===== src/rtl/core/arp_responder_with_ping_detect_assert.svh =====
// ----------------------------------------------------------------------------
// ARP responder assertion macros
// Shared concurrent assertion forms used at the end of the top level.
// ----------------------------------------------------------------------------
`ifndef ARP_RESPONDER_WITH_PING_DETECT_ASSERT_SVH
`define ARP_RESPONDER_WITH_PING_DETECT_ASSERT_SVH

// same-cycle implication, disabled during reset
`define ARPR_ASSERT_IMPL(label, clk, rst_n, ante, cons) \
    label: assert property (@(posedge clk) disable iff (!rst_n) (ante) |-> (cons)) \
        else $error("arpr: same-cycle check failed");

// next-cycle implication, disabled during reset
`define ARPR_ASSERT_NEXT(label, clk, rst_n, ante, cons) \
    label: assert property (@(posedge clk) disable iff (!rst_n) (ante) |=> (cons)) \
        else $error("arpr: next-cycle check failed");

`endif


===== src/rtl/core/arpr_pkg.sv =====
// ----------------------------------------------------------------------------
// ARP responder package
// Payload types, frame class codes, header offsets and reply layout helpers.
// ----------------------------------------------------------------------------
package arpr_pkg;

    typedef struct packed {
        logic [7:0] rx_byte;
        logic       rx_last;
    } t_rx_item;

    typedef struct packed {
        logic [7:0] tx_byte;
        logic       tx_valid;
        logic [2:0] frame_class;
        logic       run_end;
    } t_tx_item;

    typedef enum logic [2:0] {
        CLS_OTHER      = 3'd0,
        CLS_ARP_US     = 3'd1,
        CLS_ARP_OTHER  = 3'd2,
        CLS_PING_US    = 3'd3,
        CLS_PING_OTHER = 3'd4
    } t_frame_class;

    // job handed from the classifier to the reply sequencer
    typedef struct packed {
        t_frame_class cls;
        logic         bank;
    } t_job;

    // reply sequencer releasing a header bank
    typedef struct packed {
        logic done;
        logic bank;
    } t_back_status;

    typedef enum logic {F_RX, F_EVAL} t_front_state;
    typedef enum logic {B_IDLE, B_RUN} t_back_state;
    typedef enum logic [1:0] {SRC_HDR, SRC_MAC, SRC_OPER_HI, SRC_OPER_LO} t_reply_src;

    // configuration register indexes
    localparam int CFG_IDX_W = 8;
    localparam logic [CFG_IDX_W-1:0] CFG_OWN_IP  = 8'd0;
    localparam logic [CFG_IDX_W-1:0] CFG_OWN_MAC = 8'd1;

    localparam int REPLY_LEN = 42;
    localparam int RIDX_W    = 6;
    localparam int ARP_NEED  = 42;
    localparam int PING_NEED = 35;

    // header offsets
    localparam int POS_ETYPE_HI  = 12;
    localparam int POS_ETYPE_LO  = 13;
    localparam int POS_OPER_HI   = 20;
    localparam int POS_OPER_LO   = 21;
    localparam int POS_IP_PROTO  = 23;
    localparam int POS_PING_DST  = 30;
    localparam int POS_ICMP_TYPE = 34;
    localparam int POS_ARP_TPA   = 38;

    localparam logic [7:0] ETYPE_HI      = 8'h08;
    localparam logic [7:0] ETYPE_ARP_LO  = 8'h06;
    localparam logic [7:0] ETYPE_IP_LO   = 8'h00;
    localparam logic [7:0] OPER_HI       = 8'h00;
    localparam logic [7:0] OPER_REQ_LO   = 8'h01;
    localparam logic [7:0] OPER_REPLY_LO = 8'h02;
    localparam logic [7:0] PROTO_ICMP    = 8'h01;
    localparam logic [7:0] ICMP_ECHO_REQ = 8'h08;

    function automatic t_reply_src reply_src(input logic [RIDX_W-1:0] k);
        t_reply_src src;
        if ((k >= RIDX_W'(6) && k < RIDX_W'(12)) || (k >= RIDX_W'(22) && k < RIDX_W'(28))) begin
            src = SRC_MAC;
        end else if (k == RIDX_W'(POS_OPER_HI)) begin
            src = SRC_OPER_HI;
        end else if (k == RIDX_W'(POS_OPER_LO)) begin
            src = SRC_OPER_LO;
        end else begin
            src = SRC_HDR;
        end
        return src;
    endfunction

    // header offset feeding reply byte k (only meaningful for SRC_HDR bytes)
    function automatic logic [RIDX_W-1:0] reply_hdr_idx(input logic [RIDX_W-1:0] k);
        logic [RIDX_W-1:0] idx;
        if (k < RIDX_W'(6)) begin
            idx = k + RIDX_W'(6);
        end else if (k < RIDX_W'(28)) begin
            idx = k;
        end else if (k < RIDX_W'(32)) begin
            idx = k + RIDX_W'(10);
        end else begin
            idx = k - RIDX_W'(10);
        end
        return idx;
    endfunction

    function automatic logic [7:0] mac_octet(input logic [47:0] mac, input logic [RIDX_W-1:0] k);
        logic [2:0] j;
        logic [7:0] b;
        j = (k < RIDX_W'(12)) ? 3'(k - RIDX_W'(6)) : 3'(k - RIDX_W'(22));
        case (j)
            3'd0:    b = mac[47:40];
            3'd1:    b = mac[39:32];
            3'd2:    b = mac[31:24];
            3'd3:    b = mac[23:16];
            3'd4:    b = mac[15:8];
            3'd5:    b = mac[7:0];
            default: b = 8'h00;
        endcase
        return b;
    endfunction

endpackage


===== src/rtl/core/arpr_fifo.sv =====
// ----------------------------------------------------------------------------
// ARP responder job queue
// Two-entry queue of classified frames between classifier and sequencer.
// ----------------------------------------------------------------------------
module arpr_fifo (
    input  logic            i_clk,
    input  logic            i_rst_n,
    input  logic            i_push,
    input  arpr_pkg::t_job  i_data,
    output logic            o_full,
    output logic            o_valid,
    output arpr_pkg::t_job  o_data,
    input  logic            i_pop
);

    arpr_pkg::t_job r_entry [2];
    logic [1:0]     r_count;
    logic [1:0]     n_count;
    logic           r_wr_ptr;
    logic           r_rd_ptr;

    assign o_full  = (r_count == 2'd2);
    assign o_valid = (r_count != 2'd0);
    assign o_data  = r_entry[r_rd_ptr];

    always_comb begin
        n_count = r_count;
        if (i_push && !i_pop) begin
            n_count = r_count + 2'd1;
        end else if (!i_push && i_pop) begin
            n_count = r_count - 2'd1;
        end
    end

    always_ff @(posedge i_clk) begin
        if (!i_rst_n) begin
            r_count  <= 2'd0;
            r_wr_ptr <= 1'b0;
            r_rd_ptr <= 1'b0;
        end else begin
            r_count <= n_count;
            if (i_push) begin
                r_wr_ptr <= !r_wr_ptr;
            end
            if (i_pop) begin
                r_rd_ptr <= !r_rd_ptr;
            end
        end
    end

    always_ff @(posedge i_clk) begin
        if (i_push) begin
            r_entry[r_wr_ptr] <= i_data;
        end
    end

endmodule


===== src/rtl/core/arpr_front.sv =====
// ----------------------------------------------------------------------------
// ARP responder receive front end
// Takes frame bytes, fills the header buffer, captures the fields that
// decide the class and hands one job per frame to the queue.
// ----------------------------------------------------------------------------
module arpr_front #(
    parameter int  HEADER_BYTES    = 42,
    parameter int  MAX_FRAME_BYTES = 1520,
    localparam int HW              = $clog2(HEADER_BYTES)
) (
    input  logic                     i_clk,
    input  logic                     i_rst_n,
    input  logic                     i_rx_valid,
    output logic                     o_rx_ready,
    input  arpr_pkg::t_rx_item       i_rx,
    input  logic [31:0]              i_own_ip,
    output logic                     o_wr_en,
    output logic                     o_wr_bank,
    output logic [HW-1:0]            o_wr_idx,
    output logic [7:0]               o_wr_data,
    output logic                     o_push,
    output arpr_pkg::t_job           o_job,
    input  logic                     i_fifo_full,
    input  arpr_pkg::t_back_status   i_status
);

    localparam int PW = $clog2(MAX_FRAME_BYTES + 1);

    arpr_pkg::t_front_state r_state, n_state;
    logic [PW-1:0]          r_pos, n_pos;
    logic                   r_bank, n_bank;
    logic [1:0]             r_busy, n_busy;

    logic [7:0]  r_b12, r_b13, r_b20, r_b21, r_b23, r_b34;
    logic [31:0] r_ip30, r_ip38;
    logic        r_arp_len, r_ping_len;

    logic                   w_accept;
    logic [PW-1:0]          w_pos_inc;
    logic                   w_is_arp;
    logic                   w_is_ping;
    arpr_pkg::t_frame_class w_cls;

    // a bank still owed to a pending reply is not overwritten
    assign o_rx_ready = (r_state == arpr_pkg::F_RX) && !r_busy[r_bank];
    assign w_accept   = i_rx_valid && o_rx_ready;
    assign w_pos_inc  = (r_pos < PW'(MAX_FRAME_BYTES)) ? r_pos + PW'(1) : r_pos;

    assign o_wr_en   = w_accept && (r_pos < PW'(HEADER_BYTES));
    assign o_wr_bank = r_bank;
    assign o_wr_idx  = r_pos[HW-1:0];
    assign o_wr_data = i_rx.rx_byte;

    assign w_is_arp  = r_arp_len && (r_b12 == arpr_pkg::ETYPE_HI)
                     && (r_b13 == arpr_pkg::ETYPE_ARP_LO) && (r_b20 == arpr_pkg::OPER_HI)
                     && (r_b21 == arpr_pkg::OPER_REQ_LO);
    assign w_is_ping = r_ping_len && (r_b12 == arpr_pkg::ETYPE_HI)
                     && (r_b13 == arpr_pkg::ETYPE_IP_LO) && (r_b23 == arpr_pkg::PROTO_ICMP)
                     && (r_b34 == arpr_pkg::ICMP_ECHO_REQ);

    always_comb begin
        if (w_is_arp) begin
            w_cls = (r_ip38 == i_own_ip) ? arpr_pkg::CLS_ARP_US : arpr_pkg::CLS_ARP_OTHER;
        end else if (w_is_ping) begin
            w_cls = (r_ip30 == i_own_ip) ? arpr_pkg::CLS_PING_US : arpr_pkg::CLS_PING_OTHER;
        end else begin
            w_cls = arpr_pkg::CLS_OTHER;
        end
    end

    assign o_job = '{cls: w_cls, bank: r_bank};

    always_comb begin
        n_state = r_state;
        n_pos   = r_pos;
        n_bank  = r_bank;
        n_busy  = r_busy;
        o_push  = 1'b0;
        if (i_status.done) begin
            n_busy[i_status.bank] = 1'b0;
        end
        case (r_state)
            arpr_pkg::F_RX: begin
                if (w_accept) begin
                    if (i_rx.rx_last) begin
                        n_pos   = '0;
                        n_state = arpr_pkg::F_EVAL;
                    end else begin
                        n_pos = w_pos_inc;
                    end
                end
            end
            arpr_pkg::F_EVAL: begin
                if (!i_fifo_full) begin
                    o_push  = 1'b1;
                    n_state = arpr_pkg::F_RX;
                    if (w_cls == arpr_pkg::CLS_ARP_US) begin
                        n_busy[r_bank] = 1'b1;
                        n_bank         = !r_bank;
                    end
                end
            end
            default: begin
                n_state = arpr_pkg::F_RX;
            end
        endcase
    end

    always_ff @(posedge i_clk) begin
        if (!i_rst_n) begin
            r_state <= arpr_pkg::F_RX;
            r_pos   <= '0;
            r_bank  <= 1'b0;
            r_busy  <= 2'b00;
        end else begin
            r_state <= n_state;
            r_pos   <= n_pos;
            r_bank  <= n_bank;
            r_busy  <= n_busy;
        end
    end

    // field capture; a length check guards against stale bytes
    always_ff @(posedge i_clk) begin
        if (w_accept) begin
            if (r_pos == PW'(arpr_pkg::POS_ETYPE_HI))  r_b12 <= i_rx.rx_byte;
            if (r_pos == PW'(arpr_pkg::POS_ETYPE_LO))  r_b13 <= i_rx.rx_byte;
            if (r_pos == PW'(arpr_pkg::POS_OPER_HI))   r_b20 <= i_rx.rx_byte;
            if (r_pos == PW'(arpr_pkg::POS_OPER_LO))   r_b21 <= i_rx.rx_byte;
            if (r_pos == PW'(arpr_pkg::POS_IP_PROTO))  r_b23 <= i_rx.rx_byte;
            if (r_pos == PW'(arpr_pkg::POS_ICMP_TYPE)) r_b34 <= i_rx.rx_byte;
            if (r_pos >= PW'(arpr_pkg::POS_PING_DST)
                && r_pos < PW'(arpr_pkg::POS_PING_DST + 4)) begin
                r_ip30 <= {r_ip30[23:0], i_rx.rx_byte};
            end
            if (r_pos >= PW'(arpr_pkg::POS_ARP_TPA)
                && r_pos < PW'(arpr_pkg::POS_ARP_TPA + 4)) begin
                r_ip38 <= {r_ip38[23:0], i_rx.rx_byte};
            end
            if (i_rx.rx_last) begin
                r_arp_len  <= (w_pos_inc >= PW'(arpr_pkg::ARP_NEED));
                r_ping_len <= (w_pos_inc >= PW'(arpr_pkg::PING_NEED));
            end
        end
    end

endmodule


===== src/rtl/core/arpr_back.sv =====
// ----------------------------------------------------------------------------
// ARP responder reply sequencer
// Holds the two-bank header buffer, drains the job queue and emits a single
// status transaction or the 42-byte ARP reply at one byte per cycle if ready.
// ----------------------------------------------------------------------------
module arpr_back #(
    parameter int  HEADER_BYTES = 42,
    localparam int HW           = $clog2(HEADER_BYTES)
) (
    input  logic                     i_clk,
    input  logic                     i_rst_n,
    input  logic                     i_wr_en,
    input  logic                     i_wr_bank,
    input  logic [HW-1:0]            i_wr_idx,
    input  logic [7:0]               i_wr_data,
    input  logic                     i_job_valid,
    input  arpr_pkg::t_job           i_job,
    output logic                     o_job_pop,
    input  logic [47:0]              i_own_mac,
    output arpr_pkg::t_back_status   o_status,
    output logic                     o_tx_valid,
    input  logic                     i_tx_ready,
    output arpr_pkg::t_tx_item       o_tx
);

    localparam int DEPTH = 2 * HEADER_BYTES;
    localparam int AW    = $clog2(DEPTH);
    localparam int RW    = arpr_pkg::RIDX_W;

    logic [7:0] mem [DEPTH];
    logic [7:0] r_rd_data;

    arpr_pkg::t_back_state r_state, n_state;
    logic [RW-1:0]         r_k, n_k;
    logic                  r_bank, n_bank;
    logic                  r_tx_valid, n_tx_valid;
    arpr_pkg::t_tx_item    r_tx, n_tx;

    logic          w_out_free;
    logic          w_rd_en;
    logic          w_rd_bank;
    logic [RW-1:0] w_rd_k;
    logic [AW-1:0] w_wr_addr;
    logic [AW-1:0] w_rd_addr;
    logic [7:0]    w_byte;

    assign w_wr_addr = AW'(i_wr_idx) + (i_wr_bank ? AW'(HEADER_BYTES) : AW'(0));
    assign w_rd_addr = AW'(arpr_pkg::reply_hdr_idx(w_rd_k))
                     + (w_rd_bank ? AW'(HEADER_BYTES) : AW'(0));

    always_ff @(posedge i_clk) begin
        if (i_wr_en) begin
            mem[w_wr_addr] <= i_wr_data;
        end
        if (w_rd_en) begin
            r_rd_data <= mem[w_rd_addr];
        end
    end

    always_comb begin
        case (arpr_pkg::reply_src(r_k))
            arpr_pkg::SRC_HDR:     w_byte = r_rd_data;
            arpr_pkg::SRC_MAC:     w_byte = arpr_pkg::mac_octet(i_own_mac, r_k);
            arpr_pkg::SRC_OPER_HI: w_byte = arpr_pkg::OPER_HI;
            arpr_pkg::SRC_OPER_LO: w_byte = arpr_pkg::OPER_REPLY_LO;
            default:               w_byte = 8'h00;
        endcase
    end

    assign w_out_free = !r_tx_valid || i_tx_ready;

    // read for byte k+1 goes out while byte k is loaded into the output register
    always_comb begin
        n_state    = r_state;
        n_k        = r_k;
        n_bank     = r_bank;
        n_tx_valid = r_tx_valid && !i_tx_ready;
        n_tx       = r_tx;
        o_job_pop  = 1'b0;
        w_rd_en    = 1'b0;
        w_rd_bank  = r_bank;
        w_rd_k     = r_k;
        o_status   = '0;
        case (r_state)
            arpr_pkg::B_IDLE: begin
                if (i_job_valid && w_out_free) begin
                    o_job_pop = 1'b1;
                    if (i_job.cls == arpr_pkg::CLS_ARP_US) begin
                        w_rd_en   = 1'b1;
                        w_rd_bank = i_job.bank;
                        w_rd_k    = '0;
                        n_bank    = i_job.bank;
                        n_k       = '0;
                        n_state   = arpr_pkg::B_RUN;
                    end else begin
                        n_tx_valid = 1'b1;
                        n_tx       = '{tx_byte: 8'h00, tx_valid: 1'b0,
                                       frame_class: i_job.cls, run_end: 1'b1};
                    end
                end
            end
            arpr_pkg::B_RUN: begin
                if (w_out_free) begin
                    n_tx_valid = 1'b1;
                    n_tx       = '{tx_byte: w_byte, tx_valid: 1'b1,
                                   frame_class: arpr_pkg::CLS_ARP_US,
                                   run_end: (r_k == RW'(arpr_pkg::REPLY_LEN - 1))};
                    if (r_k == RW'(arpr_pkg::REPLY_LEN - 1)) begin
                        o_status = '{done: 1'b1, bank: r_bank};
                        n_state  = arpr_pkg::B_IDLE;
                    end else begin
                        n_k     = r_k + RW'(1);
                        w_rd_en = 1'b1;
                        w_rd_k  = r_k + RW'(1);
                    end
                end
            end
            default: begin
                n_state = arpr_pkg::B_IDLE;
            end
        endcase
    end

    always_ff @(posedge i_clk) begin
        if (!i_rst_n) begin
            r_state    <= arpr_pkg::B_IDLE;
            r_tx_valid <= 1'b0;
        end else begin
            r_state    <= n_state;
            r_tx_valid <= n_tx_valid;
        end
    end

    always_ff @(posedge i_clk) begin
        r_k    <= n_k;
        r_bank <= n_bank;
        r_tx   <= n_tx;
    end

    assign o_tx_valid = r_tx_valid;
    assign o_tx       = r_tx;

endmodule


===== src/rtl/core/arp_responder_with_ping_detect.sv =====
// ----------------------------------------------------------------------------
// ARP responder with ping detection
// Answers ARP requests for the configured IPv4 address and flags pings.
// ----------------------------------------------------------------------------
// Frame bytes are taken one per cycle unless stalled. After a frame's last
// byte the receive side classifies it and resumes. Every frame yields one
// status transaction, except an ARP request for our address, which yields
// the 42 reply bytes at one per cycle unless the sink stalls, read from a
// two-bank header buffer (one read port). Reception goes on while a reply
// drains; it stalls to classify, and while the two-entry job queue is full
// or both header banks hold unsent replies. No clearing pass after reset.
module arp_responder_with_ping_detect #(
    parameter int HEADER_BYTES    = 42,
    parameter int MAX_FRAME_BYTES = 1520
) (
    input  logic                                i_clk,
    input  logic                                i_rst_n,
    input  logic                                i_rx_valid,
    output logic                                o_rx_ready,
    input  arpr_pkg::t_rx_item                  i_rx,
    output logic                                o_tx_valid,
    input  logic                                i_tx_ready,
    output arpr_pkg::t_tx_item                  o_tx,
    input  logic                                i_cfg_valid,
    output logic                                o_cfg_ready,
    input  logic [arpr_pkg::CFG_IDX_W-1:0]      i_cfg_index,
    input  logic [47:0]                         i_cfg_data
);

    localparam int HW = $clog2(HEADER_BYTES);

    logic [31:0] r_own_ip;
    logic [47:0] r_own_mac;

    logic                   w_wr_en;
    logic                   w_wr_bank;
    logic [HW-1:0]          w_wr_idx;
    logic [7:0]             w_wr_data;
    logic                   w_push;
    arpr_pkg::t_job         w_job_in;
    logic                   w_fifo_full;
    logic                   w_job_valid;
    arpr_pkg::t_job         w_job_out;
    logic                   w_job_pop;
    arpr_pkg::t_back_status w_status;

    assign o_cfg_ready = 1'b1;

    always_ff @(posedge i_clk) begin
        if (!i_rst_n) begin
            r_own_ip  <= '0;
            r_own_mac <= '0;
        end else if (i_cfg_valid && o_cfg_ready) begin
            case (i_cfg_index)
                arpr_pkg::CFG_OWN_IP:  r_own_ip  <= i_cfg_data[31:0];
                arpr_pkg::CFG_OWN_MAC: r_own_mac <= i_cfg_data;
                default: begin
                end
            endcase
        end
    end

    arpr_front #(
        .HEADER_BYTES    (HEADER_BYTES),
        .MAX_FRAME_BYTES (MAX_FRAME_BYTES)
    ) u_front (
        .i_clk       (i_clk),
        .i_rst_n     (i_rst_n),
        .i_rx_valid  (i_rx_valid),
        .o_rx_ready  (o_rx_ready),
        .i_rx        (i_rx),
        .i_own_ip    (r_own_ip),
        .o_wr_en     (w_wr_en),
        .o_wr_bank   (w_wr_bank),
        .o_wr_idx    (w_wr_idx),
        .o_wr_data   (w_wr_data),
        .o_push      (w_push),
        .o_job       (w_job_in),
        .i_fifo_full (w_fifo_full),
        .i_status    (w_status)
    );

    arpr_fifo u_fifo (
        .i_clk   (i_clk),
        .i_rst_n (i_rst_n),
        .i_push  (w_push),
        .i_data  (w_job_in),
        .o_full  (w_fifo_full),
        .o_valid (w_job_valid),
        .o_data  (w_job_out),
        .i_pop   (w_job_pop)
    );

    arpr_back #(
        .HEADER_BYTES (HEADER_BYTES)
    ) u_back (
        .i_clk       (i_clk),
        .i_rst_n     (i_rst_n),
        .i_wr_en     (w_wr_en),
        .i_wr_bank   (w_wr_bank),
        .i_wr_idx    (w_wr_idx),
        .i_wr_data   (w_wr_data),
        .i_job_valid (w_job_valid),
        .i_job       (w_job_out),
        .o_job_pop   (w_job_pop),
        .i_own_mac   (r_own_mac),
        .o_status    (w_status),
        .o_tx_valid  (o_tx_valid),
        .i_tx_ready  (i_tx_ready),
        .o_tx        (o_tx)
    );

`include "arp_responder_with_ping_detect_assert.svh"

    `ARPR_ASSERT_IMPL(a_queue_no_overflow, i_clk, i_rst_n, w_push, !w_fifo_full)
    `ARPR_ASSERT_IMPL(a_reply_byte_class, i_clk, i_rst_n, o_tx_valid && o_tx.tx_valid, o_tx.frame_class == arpr_pkg::CLS_ARP_US)
    `ARPR_ASSERT_IMPL(a_status_ends_run, i_clk, i_rst_n, o_tx_valid && !o_tx.tx_valid, o_tx.run_end)
    `ARPR_ASSERT_NEXT(a_done_shows_last, i_clk, i_rst_n, w_status.done, o_tx_valid && o_tx.run_end)

endmodule

===== config.mk =====
export PLATFORM = sky130hd
export DESIGN_NAME = arp_responder_with_ping_detect
export DESIGN_NICKNAME = d
export VERILOG_FILES = /design/src/rtl/core/arpr_pkg.sv /design/src/rtl/core/arpr_fifo.sv /design/src/rtl/core/arpr_front.sv /design/src/rtl/core/arpr_back.sv /design/src/rtl/core/arp_responder_with_ping_detect.sv
export VERILOG_INCLUDE_DIRS = /design/src /design/src/rtl/core
export SDC_FILE = /design/constraint.sdc
export NUM_CORES = 1
export LEC_CHECK = 0
export ABC_AREA = 1
export BUFFER_PORTS_ARGS = -buffer_cell sky130_fd_sc_hd__buf_2
export CORE_AREA = 8 8 306 308
export CTS_CLUSTER_DIAMETER = 100
export CTS_CLUSTER_SIZE = 20
export DETAILED_ROUTE_END_ITERATION = 10
export DIE_AREA = 0 0 314 316
export PLACE_DENSITY = 0.66
export RECOVER_POWER = 50
export SETUP_SLACK_MARGIN = 0.5
export SKIP_LAST_GASP = 1
export SYNTH_ARGS = -nofsm -noshare
export SYNTH_HDL_FRONTEND = slang
export SYNTH_SLANG_ARGS = --single-unit

===== constraint.sdc =====
create_clock -name i_clk -period 4.1 [get_ports i_clk]
set_input_delay 0.205 -clock i_clk [delete_from_list [all_inputs] [get_ports i_clk]]
set_output_delay 0.205 -clock i_clk [all_outputs]
set_load 0.03 [all_outputs]

==> results.yml, run 1 <==
sta:
  drv_slew: 609
  tightest_slew_ps: 3790
  fin_crit_ps: 3910
  hold_violations: 0
  fin_crit_sh_pct: 95.4
  fmax_ghz: 0.256
  slew_headroom_pct: -153
  rsz0062_at_grt: "true"
  clock_skew_ps: 37.8
  fin_ws_ps: 187
  setup_violations: 0
  whs_ps: 72.8
global_routing:
  use_met3_pct: 2.99
  globalRouteMet1Util_pct: 29.0
  grt_pass1_vias: 25900
  grt_overflow: 0
  grt_busiest_layer: "met2"
  grt_max_degree: 118
  grt.total_usage_pct: 20.3
  grt_pass1_wl_um: 157000
  antenna_found_initial: 4
  met2_usage_pct: 32.2
placed_design:
  io_buffers: 84
  dp_hpwl_um: 62600
  place_congestion: 0.884
  dpl-instance-area_um2: 41800
  dp_slack_ps: -101
logic_synthesis:
  synth_top_cell_by_area: "edfxtp_1"
  netlist_instances: 3689
  synth_area_leaders: "edfxtp_1 (62%), nand2_1 (7.4%), dfxtp_1 (5.5%)"
  syn_area_um2: 39600
  syn_area_per_cell_um2: 10.7
  yosys_warnings: 0
  yosysTopAreaCellShare_pct: 61.8
  seq_area_frac_synth_pct: 67.3
  ys_types: 47
  synth_nets: 3785
  ys_seq_elements: 924
detailed_routing:
  route.vias.total: 27500
  drc_errors: 0
  wire_per_inst_um: 20.8
  drt_iter0_drc: 3130
  via_per_inst: 5.41
  wl_um: 105000
  drtPass1Iterations: 5
  ant_nets: 0
final_layout:
  areaGrowthSynthToFinish_pct: 15.2
  utilization_pct: 51.2
  drive_above_1_share_pct: 13.5
  layout.nets: 3967
  multi_input_area_um2: 11600
  stdcell_area_um2: 45600
  seq_area_um2: 26700
  antennaDiodeCount: 0
  fillers: 7603
floorplanning:
  rows: 110
  fp.dieArea_um2: 99200
  num_io_pins: 86
  initial_core_util_pct: 44.5
  die_w_um: 314
  die_h_um: 316
  fp.coreArea_um2: 89000
worst_setup_path:
  critPathCaptureType: "register"
  reg2reg_setup_slack_ps: 190
  crit_fanout: 16
  critical-path-max-stage-delay_ps: 390
  crit_family: "simple AND/OR/NAND/NOR gates"
  worstPathArrival_ps: 4320
  cpMaxStageDelayCell: "dfxtp_4"
  path_class: "reg -> reg"
  critPathBufInv: 6
  crit_path_frequent_cell: "nand2_2"
  start_kind: "register"
  required_ps: 4510
cts:
  cts_sinks: 924
  clk_pin_slew_ps: 90
  cts_tree: "yes"
  clock_latency_ps: 640
  h-tree-depth: 2
  cts_max_path_buffers: 3
  cts_buffers: 52
  root_buffer: "clkbuf_16"
worst_hold_path:
  hold_class: "in -> reg"
outcome:
  violations: "max-capacitance violations, max-slew violations"
  run_status: "complete, but fails checks"
run:
  maxCapViolCount: 9
## through the flow
stage	cells	TNS (ps)
detailed placement	4863	-411
floorplan	3689	0
global placement	4863	-609
CTS	5043	0
finish	5075	0
global route	5075	0
## registers in the layout, indices dropped and copies added (netlist names), 2 cells and up, named ones only
register          flops
u_fifo.r_entry        8
u_front.r_b23         8
u_back.r_k            6
u_back.mem          672
u_front.r_b34         8
u_front.r_b21         8
u_front.r_b20         8
u_front.r_b13         8
r_own_ip             32
r_own_mac            48
u_fifo.r_count        2
u_front.r_busy        2
u_front.r_ip30       32
u_back.r_rd_data      8
u_front.r_pos        11
u_front.r_ip38       32
u_front.r_b12         8
u_back.o_tx          13
## synthesized netlist by cell type (all sizes together)
cell,n
edfxtp,815
nand2,801
nor2,447
inv,341
nand3,298
o21ai,258
dfxtp,109
clkbuf,102
buf,85
a211oi,82
a21oi,65
o211ai,51
xor2,41
o22ai,27
ha,26
nand3b,24
nand4,20
nor4,19
or2,19
xnor2,19
nor3,12
a221o,8
a31oi,4
nor4b,3
or4,3
clkinv,2
a21boi,1
a41oi,1
and2,1
and3,1
and3b,1
conb,1
o2111ai,1
o31ai,1
## worst paths after layout
kind / from / to / depth (start not counted)
hold reg to reg: u_front.r_ip38[16] / u_front.r_ip38[24] / 0
setup reg to reg: u_back.r_k[1] / u_back.r_rd_data[5] / 26
setup / recovery: u_back.r_k[1] / u_back.r_rd_data[5] / 26
hold / removal: i_rx_valid / u_front.r_pos[4] / 5
## worst min-delay path: stages
cell	delay, ps
buf_2	80
nand2_1	60
buf_4	190
nand2_1	70
a21oi_1	50
## per-layer routing
| layer | wire [um] | vias up |
|---|---|---|
| li1 | - | 13000 |
| met1 | 46300 | 13200 |
| met3 | 8300 | 193 |
| met4 | 3110 | 6 |
| met2 | 47800 | 1082 |
| met5 | 42 | - |
## cell type report
cell class	instances	area share, %
tap	1176	3.22
inverter	343	2.92
clock buffer	78	3.21
sequential	924	58.4
multi-input combinational	2236	25.5
timing repair buffer	312	6.62
timing repair inverter	2	0.0548
clock inverter	4	0.0713
## layout by cell type, fill, tap and decap left out, types with 19 or more instances in the layout
master / n
a211oi_1: 81
a21oi_1: 63
buf_12: 26
buf_2: 61
buf_4: 108
clkbuf_1: 46
clkbuf_16: 60
dfxtp_1: 105
dlygate4sd3_1: 51
edfxtp_1: 815
inv_1: 323
nand2_1: 720
nand2_2: 62
nand3_1: 246
nand3_2: 43
nand3b_1: 24
nand4_1: 20
nor2_1: 422
nor4_1: 19
o211ai_1: 51
o21ai_0: 197
o21ai_1: 51
o22ai_1: 27
xnor2_1: 19
xor2_1: 38
## logic make-up after synthesis
logic type | after synthesis | synth area share [%]
other | 1 | 0.00947
flip-flops | 924 | 67.3
XOR/XNOR | 60 | 1.33
buffers and inverters | 530 | 5.38
AO/OA/AOI/OAI | 499 | 7.40
AND/OR/NAND/NOR | 1649 | 17.8
adder cells (fa/ha/maj) | 26 | 0.821
## what timing repair did
item | in CTS | in global routing
pin swaps | 45 | 70
buffers inserted | 32 | 26
resized for setup | 101 | 134
hold buffers | 51 | 0
gates cloned | 15 | 6
endpoints found under the hold margin | 97 | 0
endpoints found under the setup margin | 8 | 72
Power of run 1 is not shown: default switching activity piles up to over one toggle a cycle in this logic, so the estimate is an artifact.
==> run 2, diff against run 1 <==
--- a/config.mk
+++ b/config.mk
@@ -7,13 +7,13 @@
 export NUM_CORES = 1
 export LEC_CHECK = 0
 export ABC_AREA = 1
-export BUFFER_PORTS_ARGS = -buffer_cell sky130_fd_sc_hd__buf_2
-export CORE_AREA = 8 8 306 308
+export CORE_AREA = 8 8 234 404
 export CTS_CLUSTER_DIAMETER = 100
 export CTS_CLUSTER_SIZE = 20
 export DETAILED_ROUTE_END_ITERATION = 10
-export DIE_AREA = 0 0 314 316
-export PLACE_DENSITY = 0.66
+export DIE_AREA = 0 0 242 412
+export DONT_BUFFER_PORTS = 1
+export PLACE_DENSITY = 0.65
 export RECOVER_POWER = 50
 export SETUP_SLACK_MARGIN = 0.5
 export SKIP_LAST_GASP = 1
==> results.yml, run 2 (synthesis gave the netlist of run 1 again) <==
outcome:
  run_status: "complete, but fails checks"
  violations: "max-capacitance violations, max-slew violations"
placed_design:
  dp.cells: 4854
  dp_slack_ps: -43.0
  io_buffers: 0
  dpl-instance-area_um2: 42000
  place_congestion: 0.899
  dp_hpwl_um: 70400
sta:
  rsz0062_at_grt: "true"
  fin_ws_ps: 138
  fin_crit_ps: 3960
  fin_crit_sh_pct: 96.6
  hold_violations: 0
  drv_slew: 841
  clock_skew_ps: 42.1
  slew_headroom_pct: -58.2
  fmax_ghz: 0.252
  setup_violations: 0
  tightest_slew_ps: 2370
run:
  maxCapViolCount: 9
worst_setup_path:
  critPathLaunch: "u_back.r_k[1]"
  cpMaxStageDelayCell: "ha_4"
  reg2reg_setup_slack_ps: 140
  critical-path-max-stage-delay_ps: 410
  worstPathArrival_ps: 4380
  r2r_end: "u_back.r_rd_data[0]"
  critPathCaptureType: "register"
  required_ps: 4520
  start_kind: "register"
  critPathBufInv: 6
  r2r_start: "u_back.r_k[1]"
  worstSetupPathDepth: 29
  critPathCapture: "u_back.r_rd_data[0]"
  path_class: "reg -> reg"
  crit_family: "simple AND/OR/NAND/NOR gates"
  crit_fanout: 14
  rr_worst_depth: 29
final_layout:
  utilization_pct: 51.2
  areaGrowthSynthToFinish_pct: 15.0
  mostFrequentLayoutCells: "edfxtp_1 (815), nand2_1 (721), nor2_1 (420), inv_1 (320), nand3_1 (250)"
  drive_above_1_share_pct: 13.4
  top_register: "u_back.mem"
  largest_reg_flops: 672
  final_cells: 5045
  layout.nets: 3944
  antennaDiodeCount: 0
  seq_area_um2: 26700
  final_common_cell: "edfxtp_1"
  multi_input_area_um2: 11500
  stdcell_area_um2: 45500
  fillers: 7681
  top_regs: "u_back.mem: 672 flops, r_own_mac: 48 flops"
detailed_routing:
  wl_um: 111000
  wire_per_inst_um: 21.9
  ant_nets: 0
  route.vias.total: 27100
  via_per_inst: 5.38
  drtPass1Iterations: 7
  drt_iter0_drc: 2160
  drc_errors: 0
global_routing:
  grt_pass1_wl_um: 164000
  antenna_found_initial: 2
  grt_pass1_vias: 27100
  grt.total_usage_pct: 21.5
  grt_overflow: 0
  grt_max_degree: 97
floorplanning:
  fp.coreArea_um2: 88900
  fp.dieArea_um2: 99700
  rows: 145
  die_w_um: 242
  initial_core_util_pct: 44.6
  num_io_pins: 86
  die_h_um: 412
cts:
  clk_pin_slew_ps: 100
  root_buffer: "clkbuf_16"
  h-tree-depth: 2
  clock_latency_ps: 660
  cts_max_path_buffers: 3
  cts_sinks: 924
  cts_tree: "yes"
  cts_buffers: 52
worst_hold_path:
  hold_class: "in -> reg"
-- run 2: how the worst min path moves through the flow --
stage          startpoint                 to  slack (ps)  cells after the start
2_1_floorplan     i_rx[1]   u_back.mem[0][0]         300                      0
3_3_place_gp      i_rx[4]  u_back.mem[68][3]         310                      0
3_5_place_dp      i_rx[6]  u_back.mem[68][5]         310                      0
4_1_cts           i_rx[3]   u_back.mem[7][2]          10                      1
5_1_grt        i_rx_valid   u_front.r_pos[1]          50                      4
6_report       i_rx_valid   u_front.r_pos[1]          50                      4
-- run 2: what timing repair did --
item / 4_1_cts / 5_1_grt
buffers inserted: 23 / 11
cloned: 10 / 7
gates resized for setup: 97 / 116
pin swaps: 41 / 53
hold buffers: 64 / 1
hold endpoints to repair: 834 / 7
setup endpoints to repair: 341 / 65
-- run 2: stage by stage --
step	TNS (ps)	hold WS (ps)
floorplan	0	304
global placement	0	312
detailed placement	-43.0	310
CTS	0	11.2
global route	-57.8	46.1
finish	0	51.9
-- run 2: metal layers --
layer	wire, um	share of wire, %	global-route usage, %	vias up
met2	58500	53	40.1	884
li1	-	-	-	12900
met3	4940	4.5	2.58	305
met4	8520	7.7	14.4	4
met1	38700	35	22.5	13000
met5	25	0.023	0	-
-- run 2: worst min-delay path, delay by kind of cell --
| family | cells | cell delay, ps |
|---|---|---|
| and+or+nand+nor | 2 | 180 |
| AOI/OAI and AO/OA | 1 | 50 |
| buffers and inverters | 1 | 230 |
-- run 2: cell type report --
cell class | instances | share of cell area [%]
Sequential cell | 924 | 58.6
Clock inverter | 1 | 0.0357
Clock buffer | 74 | 3.09
Timing Repair Buffer | 291 | 6.75
Multi-Input combinational cell | 2235 | 25.4
Timing Repair inverter | 1 | 0.0357
Inverter | 343 | 2.92
Tap cell | 1176 | 3.23
Power of run 2 is left out for the same reason.
